===== src/hw/rtl/psa_pkg.sv =====
// Shared types and constants for the posting score accumulator.
`default_nettype none

package psa_pkg;

  localparam int OP_W     = 2;
  localparam int REC_W    = 15;
  localparam int FREQ_W   = 16;
  localparam int COUNT_W  = 16;
  localparam int WORDS_W  = 16;
  localparam int HITS_W   = 14;
  localparam int HREC_W   = 14;
  localparam int OUT_TOT_W = 32;

  localparam int IN_TDATA_W  = 40;
  localparam int OUT_TDATA_W = 144;

  localparam logic [OP_W-1:0] OP_WORD  = 2'd0;
  localparam logic [OP_W-1:0] OP_POST  = 2'd1;
  localparam logic [OP_W-1:0] OP_DRAIN = 2'd2;

  localparam logic [COUNT_W-1:0] COUNT_MAX = 16'hFFFF;
  localparam logic [WORDS_W-1:0] WORDS_MAX = 16'hFFFF;
  localparam logic [HITS_W-1:0]  HITS_MAX  = 14'h3FFF;

  // threshold is word_count / 4
  localparam int WORD_DIV_SHIFT = 2;

  typedef enum logic [2:0] {
    ST_CLEAR,
    ST_IDLE,
    ST_POST,
    ST_SCAN,
    ST_END
  } state_t;

  typedef struct packed {
    logic [HREC_W-1:0]    hit_record;
    logic [OUT_TOT_W-1:0] freq_total;
    logic [COUNT_W-1:0]   match_count;
    logic [HITS_W-1:0]    drain_hits;
    logic [OUT_TOT_W-1:0] min_total;
    logic [OUT_TOT_W-1:0] max_total;
    logic                 last;
  } res_t;

endpackage

`default_nettype wire


===== src/hw/rtl/psa_engine.sv =====
// Sequencer: clearing sweep, posting read-modify-write and drain walk.
`default_nettype none

module psa_engine #(
  parameter int TABLE_DEPTH = 16384,
  parameter int TOTAL_WIDTH = 32
) (
  input  wire logic                                         clk,
  input  wire logic                                         rst_n,
  input  wire logic                                         in_valid,
  output logic                                              in_ready,
  input  wire logic        [psa_pkg::OP_W-1:0]              in_opcode,
  input  wire logic signed [psa_pkg::REC_W-1:0]             in_rec_no,
  input  wire logic        [psa_pkg::FREQ_W-1:0]            in_freq,
  output logic                                              rd_en,
  output logic             [$clog2(TABLE_DEPTH)-1:0]        rd_addr,
  input  wire logic        [psa_pkg::COUNT_W+TOTAL_WIDTH-1:0] rd_data,
  output logic                                              wr_en,
  output logic             [$clog2(TABLE_DEPTH)-1:0]        wr_addr,
  output logic             [psa_pkg::COUNT_W+TOTAL_WIDTH-1:0] wr_data,
  input  wire logic                                         slot_free,
  output logic                                              res_push,
  output psa_pkg::res_t                                     res
);

  import psa_pkg::*;

  localparam int AW = $clog2(TABLE_DEPTH);
  localparam int PW = $clog2(TABLE_DEPTH + 1);
  localparam int DW = COUNT_W + TOTAL_WIDTH;
  localparam logic [PW-1:0] LAST_SLOT = PW'(TABLE_DEPTH - 1);
  localparam logic [PW-1:0] END_SLOT  = PW'(TABLE_DEPTH);
  localparam logic [TOTAL_WIDTH-1:0] TOTAL_MAX = {TOTAL_WIDTH{1'b1}};

  state_t                 state_r, state_nxt;
  logic [PW-1:0]          scan_ptr_r, scan_ptr_nxt;
  logic [WORDS_W-1:0]     word_cnt_r, word_cnt_nxt;
  logic [HITS_W-1:0]      hits_r, hits_nxt;
  logic [TOTAL_WIDTH-1:0] min_r, min_nxt;
  logic [TOTAL_WIDTH-1:0] max_r, max_nxt;
  logic [AW-1:0]          post_addr_r, post_addr_nxt;
  logic [FREQ_W-1:0]      post_freq_r, post_freq_nxt;

  logic                   accept;
  logic                   rec_ok;
  logic [AW+REC_W-1:0]    rec_ext;
  logic [AW-1:0]          rec_addr;
  logic [PW-1:0]          scan_inc;
  logic                   scan_last;
  logic                   scan_done;
  logic [COUNT_W-1:0]     cnt_rd;
  logic [TOTAL_WIDTH-1:0] tot_rd;
  logic [COUNT_W-1:0]     cnt_sat;
  logic [TOTAL_WIDTH:0]   tot_sum;
  logic [TOTAL_WIDTH-1:0] tot_sat;
  logic                   hit;
  logic [HITS_W-1:0]      hits_inc;
  logic [TOTAL_WIDTH-1:0] min_upd, max_upd;
  logic [AW+HREC_W-1:0]   rec_out_ext;
  logic [TOTAL_WIDTH+OUT_TOT_W-1:0] tot_ext, min_ext, max_ext;
  logic [TOTAL_WIDTH+OUT_TOT_W-1:0] min_keep_ext, max_keep_ext;

  assign accept    = in_valid && in_ready;
  assign rec_ext   = {{AW{1'b0}}, in_rec_no};
  assign rec_addr  = rec_ext[AW-1:0];
  assign rec_ok    = (in_rec_no != '0) && !in_rec_no[REC_W-1]
                     && ({17'd0, in_rec_no} < 32'(TABLE_DEPTH));
  assign scan_inc  = scan_ptr_r + 1'b1;
  assign scan_last = (scan_ptr_r == LAST_SLOT);
  assign scan_done = (scan_ptr_r == END_SLOT);

  assign cnt_rd  = rd_data[DW-1:TOTAL_WIDTH];
  assign tot_rd  = rd_data[TOTAL_WIDTH-1:0];
  assign cnt_sat = (cnt_rd < COUNT_MAX) ? cnt_rd + 1'b1 : cnt_rd;
  assign tot_sum = (TOTAL_WIDTH+1)'(tot_rd) + (TOTAL_WIDTH+1)'(post_freq_r);
  assign tot_sat = tot_sum[TOTAL_WIDTH] ? TOTAL_MAX : tot_sum[TOTAL_WIDTH-1:0];

  assign hit      = (cnt_rd != '0) && (cnt_rd >= (word_cnt_r >> WORD_DIV_SHIFT));
  assign hits_inc = (hits_r < HITS_MAX) ? hits_r + 1'b1 : hits_r;
  assign max_upd  = ((max_r == '0) || (max_r < tot_rd)) ? tot_rd : max_r;
  assign min_upd  = ((min_r == '0) || (min_r > tot_rd)) ? tot_rd : min_r;

  // low bits of the kept values, zero-extended where narrower
  assign rec_out_ext  = {{HREC_W{1'b0}}, scan_ptr_r[AW-1:0]};
  assign tot_ext      = {{OUT_TOT_W{1'b0}}, tot_rd};
  assign min_ext      = {{OUT_TOT_W{1'b0}}, min_upd};
  assign max_ext      = {{OUT_TOT_W{1'b0}}, max_upd};
  assign min_keep_ext = {{OUT_TOT_W{1'b0}}, min_r};
  assign max_keep_ext = {{OUT_TOT_W{1'b0}}, max_r};

  always_comb begin
    state_nxt = state_r;
    case (state_r)
      ST_CLEAR: begin
        if (scan_last) state_nxt = ST_IDLE;
      end
      ST_IDLE: begin
        if (accept && (in_opcode == OP_POST) && rec_ok) state_nxt = ST_POST;
        else if (accept && (in_opcode == OP_DRAIN)) state_nxt = scan_done ? ST_END : ST_SCAN;
      end
      ST_POST: begin
        state_nxt = ST_IDLE;
      end
      ST_SCAN: begin
        if (hit) begin
          if (slot_free) state_nxt = ST_IDLE;
        end else if (scan_last) begin
          state_nxt = ST_END;
        end
      end
      ST_END: begin
        if (slot_free) state_nxt = ST_IDLE;
      end
      default: state_nxt = ST_IDLE;
    endcase
  end

  always_comb begin
    in_ready      = 1'b0;
    rd_en         = 1'b0;
    rd_addr       = scan_ptr_r[AW-1:0];
    wr_en         = 1'b0;
    wr_addr       = scan_ptr_r[AW-1:0];
    wr_data       = '0;
    res_push      = 1'b0;
    res           = '0;
    scan_ptr_nxt  = scan_ptr_r;
    word_cnt_nxt  = word_cnt_r;
    hits_nxt      = hits_r;
    min_nxt       = min_r;
    max_nxt       = max_r;
    post_addr_nxt = post_addr_r;
    post_freq_nxt = post_freq_r;
    case (state_r)
      ST_CLEAR: begin
        wr_en        = 1'b1;
        scan_ptr_nxt = scan_last ? '0 : scan_inc;
      end
      ST_IDLE: begin
        in_ready = 1'b1;
        if (accept) begin
          case (in_opcode)
            OP_WORD: begin
              if (word_cnt_r < WORDS_MAX) word_cnt_nxt = word_cnt_r + 1'b1;
            end
            OP_POST: begin
              if (rec_ok) begin
                rd_en         = 1'b1;
                rd_addr       = rec_addr;
                post_addr_nxt = rec_addr;
                post_freq_nxt = in_freq;
              end
            end
            OP_DRAIN: begin
              // a walk already past the last slot goes straight to the end marker
              rd_en = !scan_done;
            end
            default: ;
          endcase
        end
      end
      ST_POST: begin
        wr_en   = 1'b1;
        wr_addr = post_addr_r;
        wr_data = {cnt_sat, tot_sat};
      end
      ST_SCAN: begin
        // a match waiting on a busy output holds the slot and the read data
        if (!hit || slot_free) begin
          wr_en        = 1'b1;
          scan_ptr_nxt = scan_inc;
          if (hit) begin
            res_push         = 1'b1;
            hits_nxt         = hits_inc;
            min_nxt          = min_upd;
            max_nxt          = max_upd;
            res.hit_record   = rec_out_ext[HREC_W-1:0];
            res.freq_total   = tot_ext[OUT_TOT_W-1:0];
            res.match_count  = cnt_rd;
            res.drain_hits   = hits_inc;
            res.min_total    = min_ext[OUT_TOT_W-1:0];
            res.max_total    = max_ext[OUT_TOT_W-1:0];
          end else if (!scan_last) begin
            rd_en   = 1'b1;
            rd_addr = scan_inc[AW-1:0];
          end
        end
      end
      ST_END: begin
        if (slot_free) begin
          res_push       = 1'b1;
          res.drain_hits = hits_r;
          res.min_total  = min_keep_ext[OUT_TOT_W-1:0];
          res.max_total  = max_keep_ext[OUT_TOT_W-1:0];
          res.last       = 1'b1;
          scan_ptr_nxt   = '0;
          word_cnt_nxt   = '0;
          hits_nxt       = '0;
          min_nxt        = '0;
          max_nxt        = '0;
        end
      end
      default: ;
    endcase
  end

  always_ff @(posedge clk) begin
    if (!rst_n) begin
      state_r    <= ST_CLEAR;
      scan_ptr_r <= '0;
      word_cnt_r <= '0;
      hits_r     <= '0;
      min_r      <= '0;
      max_r      <= '0;
    end else begin
      state_r    <= state_nxt;
      scan_ptr_r <= scan_ptr_nxt;
      word_cnt_r <= word_cnt_nxt;
      hits_r     <= hits_nxt;
      min_r      <= min_nxt;
      max_r      <= max_nxt;
    end
  end

  always_ff @(posedge clk) begin
    post_addr_r <= post_addr_nxt;
    post_freq_r <= post_freq_nxt;
  end

endmodule

`default_nettype wire


===== config.mk =====
export PLATFORM = sky130hd
export DESIGN_NAME = psa_engine
export DESIGN_NICKNAME = d
export VERILOG_FILES = /design/src/hw/rtl/psa_pkg.sv /design/src/hw/rtl/psa_engine.sv
export SDC_FILE = /design/constraint.sdc
export NUM_CORES = 1
export LEC_CHECK = 0
export BUFFER_PORTS_ARGS = -buffer_cell sky130_fd_sc_hd__buf_4
export CAP_MARGIN = 15
export CORE_MARGIN = 3
export CORE_UTILIZATION = 45
export DETAILED_ROUTE_END_ITERATION = 6
export GPL_TIMING_DRIVEN = 0
export PLACE_DENSITY_LB_ADDON = 0.1
export SLEW_MARGIN = 20
export SYNTH_ARGS = -nofsm -noshare
export SYNTH_HDL_FRONTEND = slang
export SYNTH_SLANG_ARGS = --single-unit

===== constraint.sdc =====
create_clock -name clk -period 3.5 [get_ports clk]
set_input_delay 0.175 -clock clk [delete_from_list [all_inputs] [get_ports clk]]
set_output_delay 0.175 -clock clk [all_outputs]
set_load 0.02 [all_outputs]

==> flow_summary_export.csv <==
group,metric,value,unit
power_and_ir_drop,power,4.251,mW
placement,post-place-ws,-0.3654,ns
power_and_ir_drop,p_per_area,273.7,nW/um^2
timing,min_period_over_period,1.026,
setup_path,cp_data_required_time,3.32,ns
setup_path,cp_max_fo,10,
floorplanning,core,24460,sq um
timing,hold_viol_final,0,
floorplanning,start_util,0.4607,
cts,clk_pin_slew_worst_paths,0.07,ns
grt,antenna_found_initial,1,
detailed_routing,wl,45750,um
logic_synthesis,synthCells,1416,
detailed_routing,vias,13200,
setup_path,end_kind,"output port",
floorplanning,die_area,26980,sq um
grt,grt_remaining_overflow,0,
detailed_routing,wl_per_cell,21.63,um
logic_synthesis,seq_area_frac_synth,0.2789,
detailed_routing,drt-initial-drc-count,1298,
timing,finalWorstSetupSlack,-0.09083,ns
finish,fin_nets,1967,
power_and_ir_drop,ir_drop,304.4,uV
logic_synthesis,ys_ff_latch,142,
floorplanning,die_height,164.3,um
grt,grt_max_degree,33,
cts,clockBufferDepth,2,
run_status,status,"finished, violations left",
grt,track_usage,0.3236,
finish,antenna_cells,0,
placement,placed_area,13900,sq um
setup_path,crit_type,"register to output port",
setup_path,arrival,3.42,ns
worst_hold_path,hold_depth,2,
cts,clock-root-buffer,"clkbuf_16",
detailed_routing,via_per_inst,6.240,
timing,tightest_slew,0.9313,ns
detailed_routing,antenna_left,0,
logic_synthesis,avgSynthCellArea,7.959,sq um
floorplanning,die_w,164.3,um
finish,multi_input_area,7889,sq um
setup_path,reg2reg_slack,0.11,ns
timing,fin_worst_skew,0.01245,ns
timing,rsz0062_at_grt,"true",
logic_synthesis,synth_nets,1605,
cts,htree_num_levels,4,
logic_synthesis,synth_edf_count,30,
cts,cts_inserted_buffers,17,
logic_synthesis,synth.distinct_cells,75,
grt,grt_pass1_vias,12600,
run_status,violations,"setup timing",
timing,max-slew-margin-rel,0.3791,
floorplanning,std_cell_rows,57,
detailed_routing,dr.pass1.iters,6,
timing,slew_viol_final,0,
worst_hold_path,holdCritPathClass,"input pin to register",
floorplanning,pin_count,306,
finish,fin_area,15530,sq um
detailed_routing,drc,0,
flow_run,drv_cap,0,
cts,cts_tree,"done",
timing,setup_viol,4,
setup_path,start_kind,"register",
placement,port_buffers,293,
cts,insertion_delay,0.44,ns
grt,grt_pass1_wl,68790,um
logic_synthesis,syn_area,11270,sq um
cts,cts.sinks,142,
logic_synthesis,async_reset_ff_frac,0,
power_and_ir_drop,leakage,6.828,nW
placement,dp_hpwl,33960,um
finish,areaGrowthSynthToFinish,37.79,%
setup_path,r2r_cells,12,
finish,layout-drive-gt1-share,0.2591,
timing,max_freq,278.5,MHz
finish,register_area,3146,sq um
finish,fill_cells,2181,
logic_synthesis,yosysWarnings,0,
finish,final_util,0.6348,
logic_synthesis,ys_dominant_reg_cell,"dfxtp_1",
timing,period_needed,3.591,ns
placement,gp_congestion,1.009,
[routing by layer]
| layer | global-route usage | wire, um | up-vias |
|---|---|---|---|
| met4 | 0.1607 | 2145 | 2 |
| li1 | - | - | 6080 |
| met5 | 0 | 13 | - |
| met1 | 0.4079 | 18340 | 6188 |
| met3 | 0.06305 | 4307 | 142 |
| met2 | 0.5274 | 20950 | 785 |
[layout by cell type (no fill, tap or decap), types with 11 or more instances in the layout]
| cell type | Yosys | routed |
|---|---|---|
| nor3_1 | 27 | 26 |
| xnor2_1 | 26 | 26 |
| ha_1 | 103 | 96 |
| xor2_1 | 16 | 16 |
| dfxtp_1 | 112 | 110 |
| a22o_1 | 97 | 94 |
| dlygate4sd3_1 | 0 | 30 |
| nand2_1 | 122 | 121 |
| clkbuf_16 | 0 | 19 |
| nor4_1 | 31 | 29 |
| o21ai_0 | 46 | 43 |
| and3_1 | 45 | 45 |
| nand4_1 | 39 | 39 |
| nor2_1 | 135 | 132 |
| o31ai_1 | 13 | 11 |
| a32o_1 | 32 | 32 |
| inv_1 | 68 | 68 |
| nand3_1 | 50 | 48 |
| buf_2 | 25 | 17 |
| clkbuf_1 | 74 | 59 |
| buf_4 | 0 | 316 |
| a21o_1 | 14 | 14 |
| edfxtp_1 | 30 | 30 |
| a21oi_1 | 104 | 100 |
| o311ai_0 | 13 | 13 |
| a31oi_1 | 14 | 13 |
[sequential cells by signal (all words and copies together) (netlist names)]
| signal | cells |
|---|---|
| hits_r | 14 |
| scan_ptr_r | 15 |
| post_addr_r | 14 |
| word_cnt_r | 16 |
| max_r | 32 |
| min_r | 32 |
| state_r | 3 |
| post_freq_r | 16 |
[power by group]
part	internal [mW]	switching, mW
logic	0.261	0.390
clock network	1.11	0.789
registers	1.68	0.0190
[cells by family (layout without fill, tap and decap cells)]
kind of cell,after synthesis,count (layout),synth area share
and+or+nand+nor,510,510,0.2219
adders and majority gates,104,104,0.1161
buffers and inverters,175,550,0.06128
muxes,12,12,0.01110
xor gates and xnor gates,42,42,0.03264
AOI/OAI and AO/OA,431,431,0.2780
DFF,142,142,0.2789
[final cells by class]
cell class              count  area share
clock buffers              22     0.03263
repair buffers            346      0.1732
plain buffers             102     0.03392
flip-flops and latches    142      0.2026
well taps                 324     0.02611
clock inverters            10    0.006446
multi-input cells        1099      0.5080
inverters                  70     0.01716
[timing repair]
item / in CTS / in global routing
gates resized for setup: 78 / 59
pin swaps: 12 / 13
cloned: 0 / 0
setup buffers: 15 / 7
hold buffers: 30 / 0
endpoints found under the hold margin: 30 / 0
endpoints found under the setup margin: 173 / 153
[metrics by stage]
stage / setup TNS (ns) / cells / hold slack (ns)
finish: -0.1643 / 2115 / 0.02777
global route: -0.4585 / 2115 / 0.02372
CTS: -0.08076 / 2109 / 0.01329
detailed placement: -20.18 / 2034 / 0.3542
global placement: -27.84 / 2033 / 0.3542
floorplan: 0 / 1416 / 0.2739
[cell usage after synthesis (32+ instances only)]
| master | instances | area share |
|---|---|---|
| nand4_1 | 39 | 0.022 |
| a21oi_1 | 104 | 0.046 |
| nor2_1 | 135 | 0.045 |
| nand3_1 | 50 | 0.022 |
| o21ai_0 | 46 | 0.020 |
| dfxtp_1 | 112 | 0.20 |
| and3_1 | 45 | 0.025 |
| a22o_1 | 97 | 0.075 |
| inv_1 | 68 | 0.023 |
| a32o_1 | 32 | 0.028 |
| nand2_1 | 122 | 0.041 |
| clkbuf_1 | 74 | 0.025 |
| ha_1 | 103 | 0.11 |
[path summary, 6_finish.rpt]
kind                         startpoint                    endpoint
max            post_freq_r[1]$_DFFE_PP_                 wr_data[31]
min                         rd_data[22]      max_r[22]$_SDFFE_PN0P_
max reg2reg      max_r[11]$_SDFFE_PN0P_      max_r[21]$_SDFFE_PN0P_
min reg2reg  word_cnt_r[1]$_SDFFE_PN0P_  word_cnt_r[1]$_SDFFE_PN0P_
[worst max-delay path, stage by stage, from the launching register on]
cell	delay, ns
edfxtp_1	0.44
ha_4	0.31
a211oi_4	0.06
o21ai_2	0.17
or4b_4	0.50
a311oi_4	0.28
a221o_2	0.30
buf_4	0.22
nand4_1	0.17
mux2i_2	0.32
buf_4	0.20
(Power assumes the default switching activity.)
